`src/rtl/etl_pkg.sv`:
```
// Shared types, token kind codes and character class functions for the expression lexer.
package etl_pkg;

  // Token kind codes
  localparam logic [4:0] KIND_SYMBOL  = 5'd0;
  localparam logic [4:0] KIND_NUMBER  = 5'd1;
  localparam logic [4:0] KIND_LPAREN  = 5'd2;
  localparam logic [4:0] KIND_RPAREN  = 5'd3;
  localparam logic [4:0] KIND_COMMA   = 5'd4;
  localparam logic [4:0] KIND_CARET   = 5'd5;
  localparam logic [4:0] KIND_PERCENT = 5'd6;
  localparam logic [4:0] KIND_PLUS    = 5'd7;
  localparam logic [4:0] KIND_MINUS   = 5'd8;
  localparam logic [4:0] KIND_TILDE   = 5'd9;
  localparam logic [4:0] KIND_DSLASH  = 5'd10;
  localparam logic [4:0] KIND_SLASH   = 5'd11;
  localparam logic [4:0] KIND_DSTAR   = 5'd12;
  localparam logic [4:0] KIND_STAR    = 5'd13;
  localparam logic [4:0] KIND_OROR    = 5'd14;
  localparam logic [4:0] KIND_OR      = 5'd15;
  localparam logic [4:0] KIND_ANDAND  = 5'd16;
  localparam logic [4:0] KIND_AND     = 5'd17;
  localparam logic [4:0] KIND_NE      = 5'd18;
  localparam logic [4:0] KIND_NOT     = 5'd19;
  localparam logic [4:0] KIND_EQ      = 5'd20;
  localparam logic [4:0] KIND_GE      = 5'd21;
  localparam logic [4:0] KIND_SHR     = 5'd22;
  localparam logic [4:0] KIND_GT      = 5'd23;
  localparam logic [4:0] KIND_LE      = 5'd24;
  localparam logic [4:0] KIND_SHL     = 5'd25;
  localparam logic [4:0] KIND_LT      = 5'd26;
  localparam logic [4:0] KIND_END     = 5'd27;
  localparam logic [4:0] KIND_ERROR   = 5'd28;

  // Saturation limits
  localparam logic [15:0] LEN_MAX  = 16'hFFFF;
  localparam logic [15:0] COL_MAX  = 16'hFFFF;
  localparam logic [23:0] LINE_MAX = 24'hFFFFFF;

  // Most tokens one byte can produce
  localparam int unsigned MAX_TOKENS = 3;

  // Input request
  typedef struct packed {
    logic [7:0] data_byte;
    logic       last_byte;
  } byte_t;

  // Output token
  typedef struct packed {
    logic [4:0]  token_kind;
    logic [31:0] token_start;
    logic [15:0] token_length;
    logic [23:0] line_number;
    logic [15:0] column_number;
    logic        last_result;
  } token_t;

  // All tokens produced by one byte
  typedef struct packed {
    logic [1:0]                    cnt;
    token_t [MAX_TOKENS-1:0]       item;
  } group_t;

  function automatic token_t make_token(logic [4:0] kind, logic [31:0] start,
                                        logic [15:0] len, logic [23:0] line,
                                        logic [15:0] col);
    token_t t;
    t.token_kind    = kind;
    t.token_start   = start;
    t.token_length  = len;
    t.line_number   = line;
    t.column_number = col;
    t.last_result   = 1'b0;
    return t;
  endfunction

  function automatic logic is_digit(logic [7:0] b);
    return (b >= "0") && (b <= "9");
  endfunction

  function automatic logic is_alpha(logic [7:0] b);
    return ((b >= "A") && (b <= "Z")) || ((b >= "a") && (b <= "z"));
  endfunction

  function automatic logic is_hexset(logic [7:0] b);
    return is_digit(b) || (b == "x") || (b == "X") || (b == "b") || (b == "B") ||
           ((b >= "a") && (b <= "f")) || ((b >= "A") && (b <= "F"));
  endfunction

  function automatic logic is_suffix(logic [7:0] b);
    return (b == "L") || (b == "U") || (b == "l") || (b == "u");
  endfunction

  // Two-character operator kind, or KIND_SYMBOL when the pair does not combine
  function automatic logic [4:0] pair_kind(logic [7:0] h, logic [7:0] b);
    logic [4:0] k;
    k = KIND_SYMBOL;
    case (h)
      "/": if (b == "/") k = KIND_DSLASH;
      "*": if (b == "*") k = KIND_DSTAR;
      "|": if (b == "|") k = KIND_OROR;
      "&": if (b == "&") k = KIND_ANDAND;
      "!": if (b == "=") k = KIND_NE;
      "=": if (b == "=") k = KIND_EQ;
      ">": begin
        if (b == "=") k = KIND_GE;
        else if (b == ">") k = KIND_SHR;
      end
      "<": begin
        if (b == "=") k = KIND_LE;
        else if (b == "<") k = KIND_SHL;
      end
      default: k = KIND_SYMBOL;
    endcase
    return k;
  endfunction

  // One-character form of a held operator; a lone '=' is an error
  function automatic logic [4:0] single_kind(logic [7:0] h);
    logic [4:0] k;
    case (h)
      "/":     k = KIND_SLASH;
      "*":     k = KIND_STAR;
      "|":     k = KIND_OR;
      "&":     k = KIND_AND;
      "!":     k = KIND_NOT;
      ">":     k = KIND_GT;
      "<":     k = KIND_LT;
      default: k = KIND_ERROR;
    endcase
    return k;
  endfunction

endpackage

```
`src/rtl/etl_scan.sv`:
```
// Lexer scan state and per-byte decision logic producing one token group per byte.
module etl_scan (
  input  logic            clk,
  input  logic            rst,
  input  logic            take,
  input  etl_pkg::byte_t  byte_data,
  output etl_pkg::group_t group_data
);

  typedef enum logic [2:0] {
    M_IDLE,
    M_SYM,
    M_ZNUM,
    M_DEC,
    M_ESIGN,
    M_EDIG,
    M_SUFFIX,
    M_HELD
  } mode_t;

  // Scan state
  mode_t       mode;
  logic [7:0]  held;
  logic [31:0] start;
  logic [15:0] len;
  logic [15:0] scol;
  logic [31:0] offset;
  logic [23:0] line;
  logic [15:0] col;
  logic        drop;

  mode_t       mode_next;
  logic [7:0]  held_next;
  logic [31:0] start_next;
  logic [15:0] len_next;
  logic [15:0] scol_next;
  logic [31:0] offset_next;
  logic [23:0] line_next;
  logic [15:0] col_next;
  logic        drop_next;

  logic [7:0]  b;
  logic        do_fresh;
  logic        end_num;
  logic [4:0]  pk;
  logic [4:0]  sk;
  logic [1:0]  n;
  etl_pkg::token_t [etl_pkg::MAX_TOKENS-1:0] items;

  assign b = byte_data.data_byte;

  // Per-byte step: process, advance counters, flush on the final byte
  always_comb begin
    mode_next   = mode;
    held_next   = held;
    start_next  = start;
    len_next    = len;
    scol_next   = scol;
    drop_next   = drop;
    do_fresh    = 1'b0;
    end_num     = 1'b0;
    pk          = etl_pkg::pair_kind(held, b);
    sk          = etl_pkg::single_kind(held);
    n           = 2'd0;
    items       = '0;

    if (!drop) begin
      case (mode)
        M_SYM: begin
          if (etl_pkg::is_alpha(b) || etl_pkg::is_digit(b)) begin
            if (len_next < etl_pkg::LEN_MAX) len_next = len_next + 16'd1;
          end else begin
            items[n] = etl_pkg::make_token(etl_pkg::KIND_SYMBOL, start_next, len_next,
                                           line, scol_next);
            n = n + 2'd1;
            mode_next = M_IDLE;
            do_fresh  = 1'b1;
          end
        end
        M_ZNUM: begin
          if (etl_pkg::is_hexset(b)) begin
            if (len_next < etl_pkg::LEN_MAX) len_next = len_next + 16'd1;
          end else begin
            end_num = 1'b1;
          end
        end
        M_DEC: begin
          if (etl_pkg::is_digit(b) || (b == ".")) begin
            if (len_next < etl_pkg::LEN_MAX) len_next = len_next + 16'd1;
          end else if ((b == "e") || (b == "E")) begin
            if (len_next < etl_pkg::LEN_MAX) len_next = len_next + 16'd1;
            mode_next = M_ESIGN;
          end else begin
            end_num = 1'b1;
          end
        end
        M_ESIGN: begin
          if ((b == "+") || (b == "-") || etl_pkg::is_digit(b)) begin
            if (len_next < etl_pkg::LEN_MAX) len_next = len_next + 16'd1;
            mode_next = M_EDIG;
          end else begin
            end_num = 1'b1;
          end
        end
        M_EDIG: begin
          if (etl_pkg::is_digit(b)) begin
            if (len_next < etl_pkg::LEN_MAX) len_next = len_next + 16'd1;
          end else begin
            end_num = 1'b1;
          end
        end
        M_SUFFIX: begin
          if (!etl_pkg::is_suffix(b)) begin
            mode_next = M_IDLE;
            do_fresh  = 1'b1;
          end
        end
        M_HELD: begin
          mode_next = M_IDLE;
          held_next = 8'd0;
          if (pk != etl_pkg::KIND_SYMBOL) begin
            items[n] = etl_pkg::make_token(pk, start_next, 16'd2, line, scol_next);
            n = n + 2'd1;
          end else begin
            items[n] = etl_pkg::make_token(sk, start_next, 16'd1, line, scol_next);
            n = n + 2'd1;
            if (sk == etl_pkg::KIND_ERROR) drop_next = 1'b1;
            else do_fresh = 1'b1;
          end
        end
        default: begin
          mode_next = M_IDLE;
          do_fresh  = 1'b1;
        end
      endcase

      // Number ended: emit it, then skip a suffix or restart on this byte
      if (end_num) begin
        items[n] = etl_pkg::make_token(etl_pkg::KIND_NUMBER, start_next, len_next,
                                       line, scol_next);
        n = n + 2'd1;
        if (etl_pkg::is_suffix(b)) begin
          mode_next = M_SUFFIX;
        end else begin
          mode_next = M_IDLE;
          do_fresh  = 1'b1;
        end
      end

      // Byte seen with no token open
      if (do_fresh) begin
        case (b) inside
          8'h20, 8'h09, 8'h0B, 8'h0D, 8'h0A: begin
          end
          "(", ")", ",", "^", "%", "+", "-", "~": begin
            case (b)
              "(":     items[n] = etl_pkg::make_token(etl_pkg::KIND_LPAREN, offset,
                                                      16'd1, line, col);
              ")":     items[n] = etl_pkg::make_token(etl_pkg::KIND_RPAREN, offset,
                                                      16'd1, line, col);
              ",":     items[n] = etl_pkg::make_token(etl_pkg::KIND_COMMA, offset,
                                                      16'd1, line, col);
              "^":     items[n] = etl_pkg::make_token(etl_pkg::KIND_CARET, offset,
                                                      16'd1, line, col);
              "%":     items[n] = etl_pkg::make_token(etl_pkg::KIND_PERCENT, offset,
                                                      16'd1, line, col);
              "+":     items[n] = etl_pkg::make_token(etl_pkg::KIND_PLUS, offset,
                                                      16'd1, line, col);
              "-":     items[n] = etl_pkg::make_token(etl_pkg::KIND_MINUS, offset,
                                                      16'd1, line, col);
              default: items[n] = etl_pkg::make_token(etl_pkg::KIND_TILDE, offset,
                                                      16'd1, line, col);
            endcase
            n = n + 2'd1;
          end
          "/", "*", "|", "&", "!", "=", ">", "<": begin
            mode_next  = M_HELD;
            held_next  = b;
            start_next = offset;
            scol_next  = col;
            len_next   = 16'd1;
          end
          default: begin
            if (etl_pkg::is_alpha(b) || etl_pkg::is_digit(b)) begin
              if (etl_pkg::is_alpha(b)) mode_next = M_SYM;
              else if (b == "0") mode_next = M_ZNUM;
              else mode_next = M_DEC;
              start_next = offset;
              scol_next  = col;
              len_next   = 16'd1;
            end else begin
              items[n] = etl_pkg::make_token(etl_pkg::KIND_ERROR, offset, 16'd1, line, col);
              n = n + 2'd1;
              drop_next = 1'b1;
            end
          end
        endcase
      end
    end

    // Position counters
    offset_next = offset + 32'd1;
    line_next   = line;
    col_next    = col;
    if (b == 8'h0A) begin
      if (line < etl_pkg::LINE_MAX) line_next = line + 24'd1;
      col_next = 16'd0;
    end else if (col < etl_pkg::COL_MAX) begin
      col_next = col + 16'd1;
    end

    // Final byte: flush the open token, then the end token, then start over
    if (byte_data.last_byte) begin
      if (!drop_next) begin
        case (mode_next)
          M_SYM: begin
            items[n] = etl_pkg::make_token(etl_pkg::KIND_SYMBOL, start_next, len_next,
                                           line_next, scol_next);
            n = n + 2'd1;
          end
          M_ZNUM, M_DEC, M_ESIGN, M_EDIG: begin
            items[n] = etl_pkg::make_token(etl_pkg::KIND_NUMBER, start_next, len_next,
                                           line_next, scol_next);
            n = n + 2'd1;
          end
          M_HELD: begin
            items[n] = etl_pkg::make_token(etl_pkg::single_kind(held_next), start_next,
                                           16'd1, line_next, scol_next);
            n = n + 2'd1;
          end
          default: begin
          end
        endcase
      end
      items[n] = etl_pkg::make_token(etl_pkg::KIND_END, offset_next, 16'd0,
                                     line_next, col_next);
      n = n + 2'd1;
      mode_next   = M_IDLE;
      held_next   = 8'd0;
      start_next  = 32'd0;
      len_next    = 16'd0;
      scol_next   = 16'd0;
      offset_next = 32'd0;
      line_next   = 24'd0;
      col_next    = 16'd0;
      drop_next   = 1'b0;
    end
  end

  assign group_data.cnt  = n;
  assign group_data.item = items;

  // State update on each accepted byte
  always_ff @(posedge clk) begin
    if (rst) begin
      mode   <= M_IDLE;
      held   <= 8'd0;
      start  <= 32'd0;
      len    <= 16'd0;
      scol   <= 16'd0;
      offset <= 32'd0;
      line   <= 24'd0;
      col    <= 16'd0;
      drop   <= 1'b0;
    end else if (take) begin
      mode   <= mode_next;
      held   <= held_next;
      start  <= start_next;
      len    <= len_next;
      scol   <= scol_next;
      offset <= offset_next;
      line   <= line_next;
      col    <= col_next;
      drop   <= drop_next;
    end
  end

endmodule

```
`src/rtl/etl_outq.sv`:
```
// Two-entry token group queue, one token per cycle while token_ready.
module etl_outq (
  input  logic             clk,
  input  logic             rst,
  input  logic             push,
  input  etl_pkg::group_t  group_data,
  output logic             ready,
  output logic             token_valid,
  input  logic             token_ready,
  output etl_pkg::token_t  token_data
);

  etl_pkg::group_t mem [2];
  logic [1:0] count;
  logic       head;
  logic       tail;
  logic [1:0] sel;
  logic [1:0] last_sel;
  logic       fire;
  logic       pop;

  assign ready       = (count != 2'd2);
  assign token_valid = (count != 2'd0);
  assign last_sel    = mem[head].cnt - 2'd1;
  assign fire        = token_valid && token_ready;
  assign pop         = fire && (sel == last_sel);

  // Current token of the head group, flagged when it closes the group
  always_comb begin
    token_data             = mem[head].item[sel];
    token_data.last_result = (sel == last_sel);
  end

  // Group storage
  always_ff @(posedge clk) begin
    if (push) begin
      mem[tail] <= group_data;
    end
  end

  // Pointers, fill count and token select
  always_ff @(posedge clk) begin
    if (rst) begin
      count <= 2'd0;
      head  <= 1'b0;
      tail  <= 1'b0;
      sel   <= 2'd0;
    end else begin
      if (push) tail <= ~tail;
      if (fire) begin
        if (pop) begin
          sel  <= 2'd0;
          head <= ~head;
        end else begin
          sel <= sel + 2'd1;
        end
      end
      if (push && !pop) count <= count + 2'd1;
      else if (pop && !push) count <= count - 2'd1;
    end
  end

endmodule

```
`src/rtl/expression_token_lexer_core.sv`:
```
// Top level of the expression lexer: byte scanner feeding a token queue.
//
//   channel | direction | handshake                 | payload
//   byte    | in        | byte_valid / byte_ready   | etl_pkg::byte_t  byte_data
//   token   | out       | token_valid / token_ready | etl_pkg::token_t token_data
//
// One byte is accepted per cycle while byte_ready is high; its tokens (0 to 3) are
// registered as a group and leave the token port one per cycle while token_ready is high.
// A two-group queue sits between the scanner and the token port, so byte_ready
// drops only while both groups are held; a stalled token port stalls bytes then.
// Reset (rst, synchronous) returns the scanner to offset 0, line 0, column 0 and
// empties the queue; the final byte of a source does the same for the scanner.
module expression_token_lexer_core (
  input  logic             clk,
  input  logic             rst,
  input  logic             byte_valid,
  output logic             byte_ready,
  input  etl_pkg::byte_t   byte_data,
  output logic             token_valid,
  input  logic             token_ready,
  output etl_pkg::token_t  token_data
);

  logic            take;
  logic            push;
  etl_pkg::group_t group_data;

  assign take = byte_valid && byte_ready;
  assign push = take && (group_data.cnt != 2'd0);

  etl_scan u_scan (
    .clk        (clk),
    .rst        (rst),
    .take       (take),
    .byte_data  (byte_data),
    .group_data (group_data)
  );

  etl_outq u_outq (
    .clk         (clk),
    .rst         (rst),
    .push        (push),
    .group_data  (group_data),
    .ready       (byte_ready),
    .token_valid (token_valid),
    .token_ready (token_ready),
    .token_data  (token_data)
  );

endmodule

```
`config.mk`:
```
export PLATFORM = sky130hd
export DESIGN_NAME = expression_token_lexer_core
export DESIGN_NICKNAME = d
export VERILOG_FILES = /design/src/rtl/etl_pkg.sv /design/src/rtl/etl_scan.sv /design/src/rtl/etl_outq.sv /design/src/rtl/expression_token_lexer_core.sv
export SDC_FILE = /design/constraint.sdc
export NUM_CORES = 1
export LEC_CHECK = 0
export ABC_CLOCK_PERIOD_IN_PS = 20600
export BUFFER_PORTS_ARGS = -buffer_cell sky130_fd_sc_hd__buf_4
export CAP_MARGIN = 20
export CORE_MARGIN = 2
export CORE_UTILIZATION = 50
export CTS_BUF_LIST = sky130_fd_sc_hd__clkbuf_2 sky130_fd_sc_hd__clkbuf_4 sky130_fd_sc_hd__clkbuf_8
export DETAILED_ROUTE_END_ITERATION = 10
export PLACE_DENSITY_LB_ADDON = 0.15
export SETUP_SLACK_MARGIN = 0.02
export SYNTH_ARGS = -nofsm -noshare
export SYNTH_HDL_FRONTEND = slang
export SYNTH_SLANG_ARGS = --single-unit
```
`constraint.sdc`:
```
create_clock -name clk -period 20.6 [get_ports clk]
set_input_delay 0 -clock clk [delete_from_list [all_inputs] [get_ports clk]]
set_output_delay 0 -clock clk [all_outputs]
set_load 0.05 [all_outputs]
```
==> run metrics <==
Crit Reg-Reg Startpoint u_scan.mode[2]$_SDFFE_PP0P_; vias per cell 6.57; first-pass GRT wire length 178000 µm; CTS root buf clkbuf_8; xor/xnor share of the synthesized area 1.01%; CP Data Required Time 21.11 ns; final worst path period share 36.0%; routed len/inst 25.1 µm; Syn Area/Cell 10.4 µm²; HP Start token_ready; Gates resized, CTS repair 0; area grow syn2layout 11.2%; worst hold path type in -> reg; # rows 100; DRC 0; power density over the cells 119 nW/µm²; Hold Vio Cnt, Final 0; Initial Util 50.3%; Setup TNS 0 ns; register area share after synthesis 53.4%; yosys warns 0; Slew Viols, Final 0; layout cells sized above 1 15.2%; net count after synthesis 3608; H-tree Lvls 4; Critical Path AT 7.92 ns; Starting DRT DRC Count 3779; post-DP HPWL 70000 µm; PortBufs 108; RSZ-0062 raised after global routing false; Post-synth ARST share 0%; Vias 30434; CTS tree yes; WHS Path Cells 5; top cell type's share of synthesized area 45.1%; Compound-Gate Fraction of Synth Area 17.3%; CTS sink cnt 717; Core Region 74300 µm²; post-synthesis simple-gate area fraction 13.8%; R2R depth 17; worst slew pin tran 1.16 ns; Slew HR 22.2%; io pins 109; mux contribution to synthesized area 9.19%; Reg clk slew, reported paths 0.06 ns; vias in the first global route 29934; kind of critical path reg -> reg; maximum number of pins on one net before global-route repair 173; Setup crit start kind register; Final GP Congestion 0.886; nets@finish 3578; Crit. Startpoint u_scan.mode[2]$_SDFFE_PP0P_; maximum vdd drop 0.141 mV; Synth cell types 98; drt pass-1 iters 7; EDFF count, synth 562; Clk Latency, worst-skew pair 0.79 ns; TritonCTS Buffers 130; max-cap violation count 0; Inst Count DP 4378; Seq cells post-synth 717; Post-Syn Area 37400 µm²; grt ovf 0; Worst setup EP type register; top post-synthesis cells by area edfxtp_1 45%, dfxtp_1 8.3%, mux4_2 5.6%; R2R setup slack 13.18 ns; min Tclk post-route 7.42 ns; final wirelength 116000 µm; die height 278 µm; Die Footprint 77000 µm²; Non-Filler Instances 4632; Synth area leader edfxtp_1; outcome completed; Final ANT Viol Nets 0; Setup Viol. Count Final 0; Worst Path Max Fanout 50; Max clock buf depth 3; Lkg Pwr 0.0138 µW; worst hold endpoint u_outq.sel[0]$_SDFFE_PP0P_; Fmax achieved 135 MHz; Most used DFF post-synth edfxtp_1; Post-Synth Adder-Cell Area 0.462%; Overall Global Routing Usage 29.8%; Die W 278 µm; Cells after Synth 3582; Clock Skews 0.0556 ns; r2r endpoint u_outq.mem[1][71]$_DFFE_PP_; largest family of logic cells by synthesized area compound AO/OA/AOI/OAI gates; antenna violations before repair 1
==> per-layer routing <==
layer | global-route usage, % | vias up | share of wire [%]
met5 | 0 | - | 0
met4 | 12.0 | 0 | 3.3
met3 | 5.90 | 311 | 8.7
met2 | 48.0 | 1731 | 47
met1 | 39.6 | 14913 | 41
li1 | - | 13479 | -
==> where the power goes <==
part	switching, µW	total, µW	internal [µW]
Sequential	79.5	1940	1860
Combinational	1160	1630	468
Clock	611	1380	767
Total	1850	4940	3090
==> state kept, by name (all words and copies together) (netlist names), 2 cells and up, named ones only <==
name and count:
u_scan.offset 32, u_scan.col 16, u_scan.scol 16, u_scan.line 24, u_outq.mem 562, u_outq.count 2
u_scan.start 32, u_scan.held 8, u_scan.len 16, u_outq.sel 2, u_scan.mode 3
==> worst max-delay path by stage <==
stage,to,slack (ns)
2_1_floorplan,u_outq.mem[0][100]$_DFFE_PP_,4.23
3_3_place_gp,u_outq.mem[0][233]$_DFFE_PP_,13.59
3_5_place_dp,u_outq.mem[1][240]$_DFFE_PP_,13.56
4_1_cts,u_outq.mem[0][240]$_DFFE_PP_,13.53
5_1_grt,u_outq.mem[0][79]$_DFFE_PP_,12.86
6_report,u_outq.mem[1][71]$_DFFE_PP_,13.18
==> repair_timing <==
action | CTS | global route
hold buffers | 8 | 0
buffers inserted | 0 | 0
setup endpoints to repair | 0 | 0
endpoints found under the hold margin | 50 | 0
==> synth_stat cells (all sizes together), types with 10 or more instances <==
| master | number |
|---|---|
| o22ai | 111 |
| a221o | 14 |
| and3 | 66 |
| buf | 63 |
| nand4 | 26 |
| edfxtp | 562 |
| nor2b | 16 |
| clkbuf | 272 |
| nand2b | 18 |
| a22oi | 111 |
| nor3 | 87 |
| mux2i | 131 |
| nor4 | 28 |
| a21o | 21 |
| a31oi | 45 |
| o211ai | 10 |
| ha | 13 |
| inv | 130 |
| mux4 | 93 |
| and2 | 12 |
| nand2 | 229 |
| or3 | 14 |
| a2bb2oi | 18 |
| a21oi | 266 |
| nor2 | 420 |
| xor2 | 22 |
| o21a | 12 |
| dfxtp | 155 |
| o21ai | 248 |
| o221ai | 23 |
| nand3 | 131 |
| a22o | 18 |
| o31ai | 30 |
| xnor2 | 21 |
==> cell type report <==
class / count / area (µm²)
multi-input combinational: 2399 / 15800
sequential: 717 / 20000
fill: 6445 / 32700
timing repair buffer: 173 / 1370
clock inverter: 48 / 337
inverter: 131 / 492
antenna: 1 / 2.50
tap: 969 / 1210
clock buffer: 194 / 2360
==> placed cells by master (no fill, tap or decap), types with 10 or more instances in the layout <==
master	n
a21oi_1	264
a22oi_1	111
nand2b_1	18
nand3_1	130
xor2_1	22
clkinv_1	18
nor4_1	15
nand2_1	222
o31ai_1	30
nor3_1	87
o21a_1	12
o221ai_1	23
buf_4	159
ha_1	12
o22ai_1	111
clkbuf_4	50
nand4_1	26
nor2_1	412
o21ai_1	22
or3_1	14
and2_1	10
a21o_1	21
dfxtp_1	152
o21ai_0	220
clkbuf_8	144
a2bb2oi_1	17
a31oi_1	44
and3_1	66
mux2i_1	131
inv_1	129
o211ai_1	10
edfxtp_1	562
nor2b_1	16
a221o_1	14
xnor2_1	21
mux4_2	93
a22o_1	18
nor4_2	10
clkinv_2	14
==> kinds of logic after synthesis <==
kind of cell,count (synthesis)
mux,227
compound gates,1018
buf+inv,466
xor+xnor,43
flops,717
fa+ha+maj,14
simple gates,1097
==> worst max-delay path: stages, from the launching register on <==
cell and delay, ns:
dfxtp_1 0.62, nor2b_1 0.52, a21bo_2 0.29, a2bb2oi_2 0.18, o21ai_1 0.36, inv_2 0.24, ha_1 0.32, inv_1 0.15
a2111oi_4 0.05, nor2_1 0.57, o21ai_0 0.40, ha_1 0.37, nand2_1 0.18, a211oi_1 0.17, o21ai_4 0.27, buf_4 0.68
nand3_2 0.97, o221ai_1 0.76
==> stage by stage <==
step	instance area [µm²]	utilization [%]	hold WS (ns)	power (µW)	worst slack, ns
final	41600	56.0	0.158	4940	13.18
after floorplan	37400	-	0.208	3160	4.23
after global routing	41600	56.0	0.139	5140	12.86
after detailed placement	38800	52.2	0.374	3590	13.56
after global placement	38800	52.2	0.369	3560	13.59
after CTS	41600	55.9	0.101	4970	13.53
(Power assumes the default switching activity.)
